## config.mk

```make
export PLATFORM = sky130hd
export DESIGN_NAME = rgb_ycbcr_color_convert
export DESIGN_NICKNAME = d
export VERILOG_FILES = /design/src/rtl/ryc_pkg.sv /design/src/rtl/rgb_ycbcr_color_convert.sv /design/src/rtl/ryc_cfg.sv /design/src/rtl/ryc_prep.sv /design/src/rtl/ryc_mult.sv /design/src/rtl/ryc_sum.sv /design/src/rtl/ryc_sat.sv
export SDC_FILE = /design/constraint.sdc
export NUM_CORES = 2
export LEC_CHECK = 0
export BUFFER_PORTS_ARGS = -buffer_cell sky130_fd_sc_hd__buf_4
export CELL_PAD_IN_SITES_DETAIL_PLACEMENT = 1
export CELL_PAD_IN_SITES_GLOBAL_PLACEMENT = 1
export CORE_ASPECT_RATIO = 0.9
export CORE_MARGIN = 1
export CORE_UTILIZATION = 50
export CTS_CLUSTER_DIAMETER = 120
export CTS_CLUSTER_SIZE = 16
export DETAILED_ROUTE_END_ITERATION = 6
export PLACE_DENSITY_LB_ADDON = 0.1
export SYNTH_ARGS = -nofsm -noshare
export SYNTH_HDL_FRONTEND = slang
export SYNTH_SLANG_ARGS = --single-unit
```

## constraint.sdc

```tcl
create_clock -name i_clk -period 9 [get_ports i_clk]
set_input_delay 0 -clock i_clk [delete_from_list [all_inputs] [get_ports i_clk]]
set_output_delay 0 -clock i_clk [all_outputs]
set_load 0.05 [all_outputs]
```

## src/rtl/ryc_pkg.sv

```systemverilog
// Shared types, fixed-point constants and coefficient table for the color converter.
package ryc_pkg;

    // Fixed-point format and datapath widths
    localparam int FRAC_BITS = 14;
    localparam int PIX_W     = 8;
    localparam int OPND_W    = PIX_W + 1;
    localparam int COEF_W    = FRAC_BITS + 2;
    localparam int PROD_W    = OPND_W + COEF_W;
    localparam int ACC_W     = PROD_W + 2;

    localparam longint FX_ONE  = longint'(1) <<< FRAC_BITS;
    localparam longint FX_HALF = longint'(1) <<< (FRAC_BITS - 1);
    localparam longint FX_MID  = longint'(128) <<< FRAC_BITS;

    // Inverse constants, BT.601 (rounded to nearest)
    localparam longint INV_CR_R = ((longint'(1402) <<< FRAC_BITS) * 2 + 1000) / 2000;
    localparam longint INV_CB_G =
        ((longint'(344136) <<< FRAC_BITS) * 2 + 1000000) / 2000000;
    localparam longint INV_CR_G =
        ((longint'(714136) <<< FRAC_BITS) * 2 + 1000000) / 2000000;
    localparam longint INV_CB_B = ((longint'(1772) <<< FRAC_BITS) * 2 + 1000) / 2000;

    // Forward weights, BT.601 and BT.709
    localparam longint KR_601  = ((longint'(2990) <<< FRAC_BITS) * 2 + 10000) / 20000;
    localparam longint KB_601  = ((longint'(1140) <<< FRAC_BITS) * 2 + 10000) / 20000;
    localparam longint KR_709  = ((longint'(2126) <<< FRAC_BITS) * 2 + 10000) / 20000;
    localparam longint KB_709  = ((longint'(722) <<< FRAC_BITS) * 2 + 10000) / 20000;
    localparam longint CBR_601 = ((longint'(2990) <<< FRAC_BITS) * 2 + 17720) / 35440;
    localparam longint CBR_709 = ((longint'(2126) <<< FRAC_BITS) * 2 + 18556) / 37112;
    localparam longint CRB_601 = ((longint'(1140) <<< FRAC_BITS) * 2 + 14020) / 28040;
    localparam longint CRB_709 = ((longint'(722) <<< FRAC_BITS) * 2 + 15748) / 31496;

    // Rounding bias for luma and for chroma centered on 128
    localparam longint BIAS_Y = FX_HALF;
    localparam longint BIAS_C = FX_MID + FX_HALF;

    // Configuration register indexes
    typedef enum logic [2:0] {
        CFG_DIRECTION     = 3'd0,
        CFG_MATRIX_SELECT = 3'd1,
        CFG_LUMA_OFFSET   = 3'd2,
        CFG_CHROMA_OFFSET = 3'd3
    } t_cfg_idx;

    typedef struct packed {
        logic             direction;
        logic             matrix_select;
        logic [PIX_W-1:0] luma_offset;
        logic [PIX_W-1:0] chroma_offset;
    } t_cfg;

    // Channel words
    typedef struct packed {
        logic [PIX_W-1:0] in_c0;
        logic [PIX_W-1:0] in_c1;
        logic [PIX_W-1:0] in_c2;
        logic             row_even;
        logic             col_even;
    } t_in;

    typedef struct packed {
        logic [PIX_W-1:0] out_c0;
        logic [PIX_W-1:0] out_c1;
        logic [PIX_W-1:0] out_c2;
        logic             chroma_valid;
    } t_out;

    typedef logic signed [OPND_W-1:0] t_opnd;
    typedef logic signed [COEF_W-1:0] t_coef;
    typedef logic signed [PROD_W-1:0] t_prod;
    typedef logic signed [ACC_W-1:0]  t_acc;

    // 3x3 matrix, entry [3*row + col]
    typedef logic [8:0][COEF_W-1:0] t_coef_mat;

    // Stage words
    typedef struct packed {
        logic  dir;
        logic  mtx;
        logic  cvld;
        t_opnd x0;
        t_opnd x1;
        t_opnd x2;
    } t_s1;

    typedef struct packed {
        logic  dir;
        logic  cvld;
        t_prod p00;
        t_prod p01;
        t_prod p02;
        t_prod p10;
        t_prod p11;
        t_prod p12;
        t_prod p20;
        t_prod p21;
        t_prod p22;
    } t_s2;

    typedef struct packed {
        logic cvld;
        t_acc a0;
        t_acc a1;
        t_acc a2;
    } t_s3;

    // Coefficient matrix for the selected direction and standard
    function automatic t_coef_mat coef_mat(input logic dir, input logic mtx);
        t_coef_mat m;
        longint    kr;
        longint    kb;
        longint    cbr;
        longint    crb;
        kr  = mtx ? KR_709  : KR_601;
        kb  = mtx ? KB_709  : KB_601;
        cbr = mtx ? CBR_709 : CBR_601;
        crb = mtx ? CRB_709 : CRB_601;
        if (!dir) begin
            m[0] = COEF_W'(FX_ONE);
            m[1] = COEF_W'(0);
            m[2] = COEF_W'(INV_CR_R);
            m[3] = COEF_W'(FX_ONE);
            m[4] = COEF_W'(-INV_CB_G);
            m[5] = COEF_W'(-INV_CR_G);
            m[6] = COEF_W'(FX_ONE);
            m[7] = COEF_W'(INV_CB_B);
            m[8] = COEF_W'(0);
        end else begin
            m[0] = COEF_W'(kr);
            m[1] = COEF_W'(FX_ONE - kr - kb);
            m[2] = COEF_W'(kb);
            m[3] = COEF_W'(-cbr);
            m[4] = COEF_W'(cbr - FX_HALF);
            m[5] = COEF_W'(FX_HALF);
            m[6] = COEF_W'(FX_HALF);
            m[7] = COEF_W'(crb - FX_HALF);
            m[8] = COEF_W'(-crb);
        end
        return m;
    endfunction

endpackage

```

## src/rtl/rgb_ycbcr_color_convert.sv

```systemverilog
// Top level of the pixel color converter (YCbCr to RGB and RGB to YCbCr).
//
// Usage:
//   Input channel: i_in_valid / o_in_stall carry one pixel word (three 8-bit
//   components plus row/column parity). Output channel: o_out_valid /
//   i_out_stall carry one converted word with the chroma_valid flag.
//   A word moves at a clock edge where valid is high and stall is low.
//   Configuration: i_cfg_valid / o_cfg_ready with register index and data;
//   write only while no pixel is in flight.
// Pipeline: prepare, multiply, sum and clamp/output register, each a registered
//   stage between input acceptance and the result on o_out_valid.
// Throughput: one pixel per clock while the receiver does not stall; each stage
//   holds one word.
// Reset: synchronous, active low; empties the pipeline and loads direction 0,
//   BT.601, luma offset 16 and chroma offset 128.
// Stall: when the receiver stalls, the output word holds and the pipeline
//   compacts into any empty stages; o_in_stall rises only once every stage
//   is full.
module rgb_ycbcr_color_convert (
    input  logic          i_clk,
    input  logic          i_rst_n,
    input  logic          i_in_valid,
    output logic          o_in_stall,
    input  ryc_pkg::t_in  i_in_data,
    output logic          o_out_valid,
    input  logic          i_out_stall,
    output ryc_pkg::t_out o_out_data,
    input  logic          i_cfg_valid,
    output logic          o_cfg_ready,
    input  logic [2:0]    i_cfg_index,
    input  logic [7:0]    i_cfg_data
);

    ryc_pkg::t_cfg cfg;
    ryc_pkg::t_s1  s1_data;
    ryc_pkg::t_s2  s2_data;
    ryc_pkg::t_s3  s3_data;
    logic          s1_vld;
    logic          s2_vld;
    logic          s3_vld;
    logic          adv1;
    logic          adv2;
    logic          adv3;
    logic          adv4;

    // Advance a stage when it is empty or the next one advances
    assign adv4       = !o_out_valid || !i_out_stall;
    assign adv3       = !s3_vld || adv4;
    assign adv2       = !s2_vld || adv3;
    assign adv1       = !s1_vld || adv2;
    assign o_in_stall = !adv1;

    ryc_cfg u_cfg (
        .i_clk       (i_clk),
        .i_rst_n     (i_rst_n),
        .i_cfg_valid (i_cfg_valid),
        .o_cfg_ready (o_cfg_ready),
        .i_cfg_index (i_cfg_index),
        .i_cfg_data  (i_cfg_data),
        .o_cfg       (cfg)
    );

    ryc_prep u_prep (
        .i_clk   (i_clk),
        .i_rst_n (i_rst_n),
        .i_en    (adv1),
        .i_vld   (i_in_valid),
        .i_data  (i_in_data),
        .i_cfg   (cfg),
        .o_vld   (s1_vld),
        .o_data  (s1_data)
    );

    ryc_mult u_mult (
        .i_clk   (i_clk),
        .i_rst_n (i_rst_n),
        .i_en    (adv2),
        .i_vld   (s1_vld),
        .i_data  (s1_data),
        .o_vld   (s2_vld),
        .o_data  (s2_data)
    );

    ryc_sum u_sum (
        .i_clk   (i_clk),
        .i_rst_n (i_rst_n),
        .i_en    (adv3),
        .i_vld   (s2_vld),
        .i_data  (s2_data),
        .o_vld   (s3_vld),
        .o_data  (s3_data)
    );

    ryc_sat u_sat (
        .i_clk   (i_clk),
        .i_rst_n (i_rst_n),
        .i_en    (adv4),
        .i_vld   (s3_vld),
        .i_data  (s3_data),
        .o_vld   (o_out_valid),
        .o_data  (o_out_data)
    );

    // A full pipeline behind a stalled output must push back on the input
    a_full_backpressure: assert property (@(posedge i_clk) disable iff (!i_rst_n)
        (o_out_valid && i_out_stall && s1_vld && s2_vld && s3_vld) |-> o_in_stall)
        else $error("pipeline full and stalled but input not stalled");

    // An accepted word lands in the first stage
    a_accept_lands: assert property (@(posedge i_clk) disable iff (!i_rst_n)
        (i_in_valid && !o_in_stall) |=> s1_vld)
        else $error("accepted word missing from first stage");

    // A bubble moving into the output register leaves it empty
    a_bubble_out: assert property (@(posedge i_clk) disable iff (!i_rst_n)
        (adv4 && !s3_vld) |=> !o_out_valid)
        else $error("output valid without a word behind it");

endmodule

```

## src/rtl/ryc_cfg.sv

```systemverilog
// Configuration registers of the color converter.
module ryc_cfg (
    input  logic                  i_clk,
    input  logic                  i_rst_n,
    input  logic                  i_cfg_valid,
    output logic                  o_cfg_ready,
    input  logic [2:0]            i_cfg_index,
    input  logic [7:0]            i_cfg_data,
    output ryc_pkg::t_cfg         o_cfg
);

    ryc_pkg::t_cfg r_cfg;

    // Always take writes; unknown indexes are dropped
    assign o_cfg_ready = 1'b1;
    assign o_cfg       = r_cfg;

    always_ff @(posedge i_clk) begin
        if (!i_rst_n) begin
            r_cfg.direction     <= 1'b0;
            r_cfg.matrix_select <= 1'b0;
            r_cfg.luma_offset   <= 8'd16;
            r_cfg.chroma_offset <= 8'd128;
        end else if (i_cfg_valid) begin
            unique case (i_cfg_index)
                ryc_pkg::CFG_DIRECTION:     r_cfg.direction     <= i_cfg_data[0];
                ryc_pkg::CFG_MATRIX_SELECT: r_cfg.matrix_select <= i_cfg_data[0];
                ryc_pkg::CFG_LUMA_OFFSET:   r_cfg.luma_offset   <= i_cfg_data;
                ryc_pkg::CFG_CHROMA_OFFSET: r_cfg.chroma_offset <= i_cfg_data;
                default: ;
            endcase
        end
    end

endmodule

```

## src/rtl/ryc_prep.sv

```systemverilog
// Stage 1: operand preparation (offset removal) and chroma flag.
module ryc_prep (
    input  logic          i_clk,
    input  logic          i_rst_n,
    input  logic          i_en,
    input  logic          i_vld,
    input  ryc_pkg::t_in  i_data,
    input  ryc_pkg::t_cfg i_cfg,
    output logic          o_vld,
    output ryc_pkg::t_s1  o_data
);

    logic         r_vld;
    ryc_pkg::t_s1 r_data;
    ryc_pkg::t_s1 n_data;

    // Subtract offsets for YCbCr input, pass RGB through as positive values
    always_comb begin
        n_data.dir  = i_cfg.direction;
        n_data.mtx  = i_cfg.matrix_select;
        n_data.cvld = i_cfg.direction ? (i_data.row_even & i_data.col_even) : 1'b1;
        if (i_cfg.direction) begin
            n_data.x0 = $signed({1'b0, i_data.in_c0});
            n_data.x1 = $signed({1'b0, i_data.in_c1});
            n_data.x2 = $signed({1'b0, i_data.in_c2});
        end else begin
            n_data.x0 = $signed({1'b0, i_data.in_c0}) - $signed({1'b0, i_cfg.luma_offset});
            n_data.x1 = $signed({1'b0, i_data.in_c1})
                      - $signed({1'b0, i_cfg.chroma_offset});
            n_data.x2 = $signed({1'b0, i_data.in_c2})
                      - $signed({1'b0, i_cfg.chroma_offset});
        end
    end

    always_ff @(posedge i_clk) begin
        if (!i_rst_n) begin
            r_vld <= 1'b0;
        end else if (i_en) begin
            r_vld <= i_vld;
        end
    end

    always_ff @(posedge i_clk) begin
        if (i_en) begin
            r_data <= n_data;
        end
    end

    assign o_vld  = r_vld;
    assign o_data = r_data;

endmodule

```

## src/rtl/ryc_mult.sv

```systemverilog
// Stage 2: nine coefficient products of the 3x3 matrix.
module ryc_mult (
    input  logic         i_clk,
    input  logic         i_rst_n,
    input  logic         i_en,
    input  logic         i_vld,
    input  ryc_pkg::t_s1 i_data,
    output logic         o_vld,
    output ryc_pkg::t_s2 o_data
);

    logic              r_vld;
    ryc_pkg::t_s2      r_data;
    ryc_pkg::t_s2      n_data;
    ryc_pkg::t_coef_mat coef;

    // Pick the matrix for the word's own mode and multiply
    always_comb begin
        coef        = ryc_pkg::coef_mat(i_data.dir, i_data.mtx);
        n_data.dir  = i_data.dir;
        n_data.cvld = i_data.cvld;
        n_data.p00  = i_data.x0 * ryc_pkg::t_coef'(coef[0]);
        n_data.p01  = i_data.x1 * ryc_pkg::t_coef'(coef[1]);
        n_data.p02  = i_data.x2 * ryc_pkg::t_coef'(coef[2]);
        n_data.p10  = i_data.x0 * ryc_pkg::t_coef'(coef[3]);
        n_data.p11  = i_data.x1 * ryc_pkg::t_coef'(coef[4]);
        n_data.p12  = i_data.x2 * ryc_pkg::t_coef'(coef[5]);
        n_data.p20  = i_data.x0 * ryc_pkg::t_coef'(coef[6]);
        n_data.p21  = i_data.x1 * ryc_pkg::t_coef'(coef[7]);
        n_data.p22  = i_data.x2 * ryc_pkg::t_coef'(coef[8]);
    end

    always_ff @(posedge i_clk) begin
        if (!i_rst_n) begin
            r_vld <= 1'b0;
        end else if (i_en) begin
            r_vld <= i_vld;
        end
    end

    always_ff @(posedge i_clk) begin
        if (i_en) begin
            r_data <= n_data;
        end
    end

    assign o_vld  = r_vld;
    assign o_data = r_data;

endmodule

```

## src/rtl/ryc_sum.sv

```systemverilog
// Stage 3: row sums of the products plus rounding and chroma bias.
module ryc_sum (
    input  logic         i_clk,
    input  logic         i_rst_n,
    input  logic         i_en,
    input  logic         i_vld,
    input  ryc_pkg::t_s2 i_data,
    output logic         o_vld,
    output ryc_pkg::t_s3 o_data
);

    logic          r_vld;
    ryc_pkg::t_s3  r_data;
    ryc_pkg::t_s3  n_data;
    ryc_pkg::t_acc bias_y;
    ryc_pkg::t_acc bias_c;

    // Chroma of RGB input is centered on 128; every row gets half an LSB
    always_comb begin
        bias_y = ryc_pkg::t_acc'(ryc_pkg::BIAS_Y);
        bias_c = i_data.dir ? ryc_pkg::t_acc'(ryc_pkg::BIAS_C)
                            : ryc_pkg::t_acc'(ryc_pkg::BIAS_Y);
        n_data.cvld = i_data.cvld;
        n_data.a0   = ryc_pkg::t_acc'(i_data.p00) + ryc_pkg::t_acc'(i_data.p01)
                    + ryc_pkg::t_acc'(i_data.p02) + bias_y;
        n_data.a1   = ryc_pkg::t_acc'(i_data.p10) + ryc_pkg::t_acc'(i_data.p11)
                    + ryc_pkg::t_acc'(i_data.p12) + bias_c;
        n_data.a2   = ryc_pkg::t_acc'(i_data.p20) + ryc_pkg::t_acc'(i_data.p21)
                    + ryc_pkg::t_acc'(i_data.p22) + bias_c;
    end

    always_ff @(posedge i_clk) begin
        if (!i_rst_n) begin
            r_vld <= 1'b0;
        end else if (i_en) begin
            r_vld <= i_vld;
        end
    end

    always_ff @(posedge i_clk) begin
        if (i_en) begin
            r_data <= n_data;
        end
    end

    assign o_vld  = r_vld;
    assign o_data = r_data;

endmodule

```

## src/rtl/ryc_sat.sv

```systemverilog
// Stage 4: drop fraction bits, clamp to 0..255, output register.
module ryc_sat (
    input  logic          i_clk,
    input  logic          i_rst_n,
    input  logic          i_en,
    input  logic          i_vld,
    input  ryc_pkg::t_s3  i_data,
    output logic          o_vld,
    output ryc_pkg::t_out o_data
);

    logic          r_vld;
    ryc_pkg::t_out r_data;
    ryc_pkg::t_out n_data;

    // Floor of the biased sum, limited to the pixel range
    function automatic logic [ryc_pkg::PIX_W-1:0] clamp(input ryc_pkg::t_acc acc);
        logic [ryc_pkg::PIX_W-1:0] res;
        if (acc[ryc_pkg::ACC_W-1]) begin
            res = '0;
        end else if (|acc[ryc_pkg::ACC_W-2:ryc_pkg::FRAC_BITS+ryc_pkg::PIX_W]) begin
            res = '1;
        end else begin
            res = acc[ryc_pkg::FRAC_BITS+ryc_pkg::PIX_W-1:ryc_pkg::FRAC_BITS];
        end
        return res;
    endfunction

    always_comb begin
        n_data.out_c0       = clamp(i_data.a0);
        n_data.out_c1       = clamp(i_data.a1);
        n_data.out_c2       = clamp(i_data.a2);
        n_data.chroma_valid = i_data.cvld;
    end

    always_ff @(posedge i_clk) begin
        if (!i_rst_n) begin
            r_vld <= 1'b0;
        end else if (i_en) begin
            r_vld <= i_vld;
        end
    end

    always_ff @(posedge i_clk) begin
        if (i_en) begin
            r_data <= n_data;
        end
    end

    assign o_vld  = r_vld;
    assign o_data = r_data;

endmodule

```

==> qor.log <==
qor: clock_network.cts.path.max_buffers 3
qor: timing.rsz0062_at_grt false
qor: die.die_h 286 µm
qor: critical_path.cpPeakStageDelay 0.77 ns
qor: route.remaining_drc_errors 0
qor: die.fp.coreArea 88100 µm²
qor: critical_path.cp-end-kind flip-flop
qor: yosys.synth_top_family_by_area adder cells
qor: yosys.synth.area.top_cells sky130_fd_sc_hd__fa_1 (29%), sky130_fd_sc_hd__ha_1 (22%), sky130_fd_sc_hd__edfxtp_1 (20%)
qor: yosys.yosys.area_share.xor_xnor 0.0437
qor: clock_network.cts.reportedPaths.clkPinSlew 0.08 ns
qor: route.wirelength 125000 µm
qor: route.via_per_inst 5.47
qor: critical_path.crit_type flip-flop to flip-flop
qor: timing.worstMarginPinSlew 1.19 ns
qor: die.ioPinCount 70
qor: timing.setup-tns-final 0 ns
qor: yosys.synthesis.area 44700 µm²
qor: global_route.grt_overflow_total 0
qor: critical_path.cp_top_family adder cells
qor: die.die_area 90600 µm²
qor: die.die-width 317 µm
qor: critical_path.timing.critical_path.mode_cell sky130_fd_sc_hd__fa_1
qor: timing.final.min_clock_period 7.35 ns
qor: worst_hold_path.hold_class primary input to flip-flop
qor: placement.quantity_of_i_o_buffers_inserted_on_ports 68
qor: clock_network.tritoncts_num_sinks 324
qor: critical_path.data_arrival_time_of_the_worst_path 7.69 ns
qor: yosys.post_synth_fa_ha_maj_area_fraction 0.515
qor: global_route.vias_in_the_first_global_route 33300
qor: die.starting_density_of_the_core 0.507
qor: clock_network.cts_made_buffers 25
qor: timing.slew_viol_final 0
qor: final_layout.share_of_layout_cells_above_drive_strength_1 0.0375
qor: timing.timing_hold_violations_final 0
qor: route.firstDrtPassIters 5
qor: final_layout.layout.cells.most_common sky130_fd_sc_hd__inv_1
qor: die.placementRows 103
qor: yosys.count_of_mapped_cells_out_of_synthesis 4151
qor: final_layout.fillerInstances 9593
qor: critical_path.critical_path_buf_inv_count 1
qor: critical_path.worst_setup_path_start_kind flip-flop
qor: critical_path.timing.critical_path.fanout_max 36
qor: critical_path.critical-path-slowest-cell sky130_fd_sc_hd__edfxtp_1
qor: final_layout.layout.cells.most_common_list sky130_fd_sc_hd__inv_1 (851), sky130_fd_sc_hd__ha_1 (804), sky130_fd_sc_hd__fa_1 (647), sky130_fd_sc_hd__edfxtp_1 (302), sky130_fd_sc_hd__nor2_1 (233)
qor: final_layout.diodes 0
qor: timing.finalClockSkew 0.0230 ns
qor: clock_network.htree_num_levels 1
qor: yosys.syn_avg_cell_area 10.8 µm²
qor: critical_path.worstPathCellList buf_4, nand2_1, and2_1, fa_1, fa_1, fa_1, fa_1, fa_1, ha_1, a21oi_1, nand2_1, a31oi_1, o21bai_1, a21oi_1, o211ai_1, a31o_2, a21oi_1, xnor2_1
qor: clock_network.clockRootBuffer sky130_fd_sc_hd__clkbuf_16
qor: final_layout.area_of_combinational_cells_with_multiple_inputs 31900 µm²
qor: outcome.run_status completed
qor: placement.place.gp.congestion 0.972
qor: global_route.global_route.usage.total 0.284
qor: yosys.multiplexer_fraction_of_the_synthesized_cell_area 0.00204
qor: clock_network.worst_skew_pair.late_latency 0.60 ns
qor: timing.timing.max_slew.rel_slack 0.208
qor: clock_network.cts_tree yes
qor: route.vias 29800
qor: yosys.synth_enable_flop_cells 302
qor: run.cap_violations 0
qor: yosys.ys_dominant_reg_cell sky130_fd_sc_hd__edfxtp_1
qor: timing.final_min_period_over_clock_period 0.817
qor: final_layout.area_growth_syn_to_layout 7.24%
qor: route.number_of_nets_with_antenna_violations_after_detailed_routing 0
qor: global_route.initial_antenna_violation_count 1
qor: yosys.complex_gate_fraction_of_the_synthesized_area 0.0767
qor: yosys.yosys_register_bits 324
qor: yosys.seq_area_frac_synth 0.213
qor: timing.max_clock_freq 136 MHz
qor: placement.hpwl 107000 µm
qor: global_route.grt_first_pass_wirelength 193000 µm
qor: global_route.grt_start_max_net_pins 84
qor: route.detail_route.iter0.violations 1688
qor: final_layout.nets 5774
qor: yosys.yosys.area.top_type_share 0.290
qor: yosys.yosys_warnings 0
qor: route.drt-wirelength-per-cell 22.9 µm
qor: yosys.area_fraction_in_and_or_nand_and_nor_cells_after_synthesis 0.0736
qor: yosys.synthDistinctLibCells 80
qor: yosys.async_flop_share 0
qor: clock_network.post-cts-setup-buffer-count 0
qor: final_layout.area.sequential 9510 µm²
qor: critical_path.critical_path_required 9.35 ns
qor: yosys.synth_top_cell_by_area sky130_fd_sc_hd__fa_1
qor: timing.final-setup-viol-count 0
-- flip-flops by register name, summed over array words and instances, names as in the netlist --
signal         count
u_sat.o_vld        1
u_prep.o_data     30
u_cfg.o_cfg       18
u_sum.o_data      40
u_sat.o_data      25
u_prep.o_vld       1
u_mult.o_data    207
u_sum.o_vld        1
u_mult.o_vld       1
-- cell usage after synthesis (5+ instances only) --
cell	number
sky130_fd_sc_hd__inv_1	852
sky130_fd_sc_hd__ha_1	804
sky130_fd_sc_hd__fa_1	647
sky130_fd_sc_hd__edfxtp_1	302
sky130_fd_sc_hd__nor2_1	233
sky130_fd_sc_hd__nand2_1	224
sky130_fd_sc_hd__xnor2_1	171
sky130_fd_sc_hd__a21oi_1	141
sky130_fd_sc_hd__o21ai_0	99
sky130_fd_sc_hd__a21o_1	56
sky130_fd_sc_hd__nand2b_1	52
sky130_fd_sc_hd__xor2_1	52
sky130_fd_sc_hd__nor2b_1	51
sky130_fd_sc_hd__clkbuf_1	50
sky130_fd_sc_hd__nor3_1	38
sky130_fd_sc_hd__o21a_1	35
sky130_fd_sc_hd__nand3_1	34
sky130_fd_sc_hd__o21bai_1	24
sky130_fd_sc_hd__and2_1	23
sky130_fd_sc_hd__a21boi_0	22
sky130_fd_sc_hd__dfxtp_1	22
sky130_fd_sc_hd__a211oi_1	18
sky130_fd_sc_hd__and3_1	18
sky130_fd_sc_hd__o31ai_1	12
sky130_fd_sc_hd__a31oi_1	11
sky130_fd_sc_hd__nand4_1	10
sky130_fd_sc_hd__o21ai_1	10
sky130_fd_sc_hd__or2_2	10
sky130_fd_sc_hd__a211o_1	8
sky130_fd_sc_hd__mux2i_1	8
sky130_fd_sc_hd__or3_1	8
sky130_fd_sc_hd__buf_1	6
sky130_fd_sc_hd__o211ai_1	6
sky130_fd_sc_hd__and4_1	5
sky130_fd_sc_hd__or4_1	5
-- metrics by stage --
step	setup slack (ns)	hold slack (ns)	util	area [µm²]	cells
finish	1.65	0.0526	0.544	48000	5446
global route	1.35	0.0801	0.544	48000	5446
CTS	1.73	0.0236	0.544	48000	5446
detailed placement	1.78	0.225	0.530	46700	5355
global placement	1.90	0.216	0.530	46700	5355
floorplan	2.50	0.124	-	44800	4168
-- cell type report --
| type | instances | area share |
|---|---|---|
| multi-input combinational | 2934 | 0.664 |
| sequential | 324 | 0.198 |
| inverter | 853 | 0.0668 |
| tap | 1155 | 0.0301 |
| timing repair buffer | 143 | 0.0252 |
| clock buffer | 33 | 0.0139 |
| clock inverter | 4 | 0.00117 |
-- per-layer routing --
metal | up-vias | global-route usage | part of all wire | wire length, µm
met4 | 2 | 0.0889 | 0.036 | 4480
li1 | 13800 | - | - | -
met1 | 15300 | 0.392 | 0.45 | 56300
met2 | 539 | 0.468 | 0.47 | 59100
met5 | - | 0 | 0.00010 | 13
met3 | 161 | 0.0304 | 0.040 | 4930
-- worst register-to-register path, delay by kind of cell, from the launching register on --
kind	cells	cell delay (ns)
flops	1	0.77
simple gates	3	1.32
compound gates	7	1.68
buf+inv	1	0.48
fa+ha+maj	6	2.77
xor+xnor	1	0.08
-- final timing paths --
check,from,to,slack [ns],depth (start not counted)
max,u_prep.o_data[29],u_mult.o_data[174],1.65,18
max reg2reg,u_prep.o_data[29],u_mult.o_data[174],1.65,18
min reg2reg,u_mult.o_data[225],u_sum.o_data[81],0.43,0
min,i_cfg_valid,u_cfg.o_cfg[17],0.05,5
-- what timing repair did --
item	4_1_cts	5_1_grt
hold buffers	54	0
endpoints found under the hold margin	50	0
resized for setup	0	0
-- cell families (layout without fill, tap and decap cells) --
| family | count (synthesis) | after routing |
|---|---|---|
| compound gates | 514 | 514 |
| xor+xnor | 223 | 223 |
| fa+ha+maj | 1451 | 1451 |
| buf+inv | 910 | 1033 |
| flops | 324 | 324 |
| mux | 9 | 9 |
| other cells | 2 | 19 |
| simple gates | 718 | 718 |
Power is left out: the tool's default activity adds up to more than one toggle a clock period on the data nets, which glitch-free logic cannot reach.
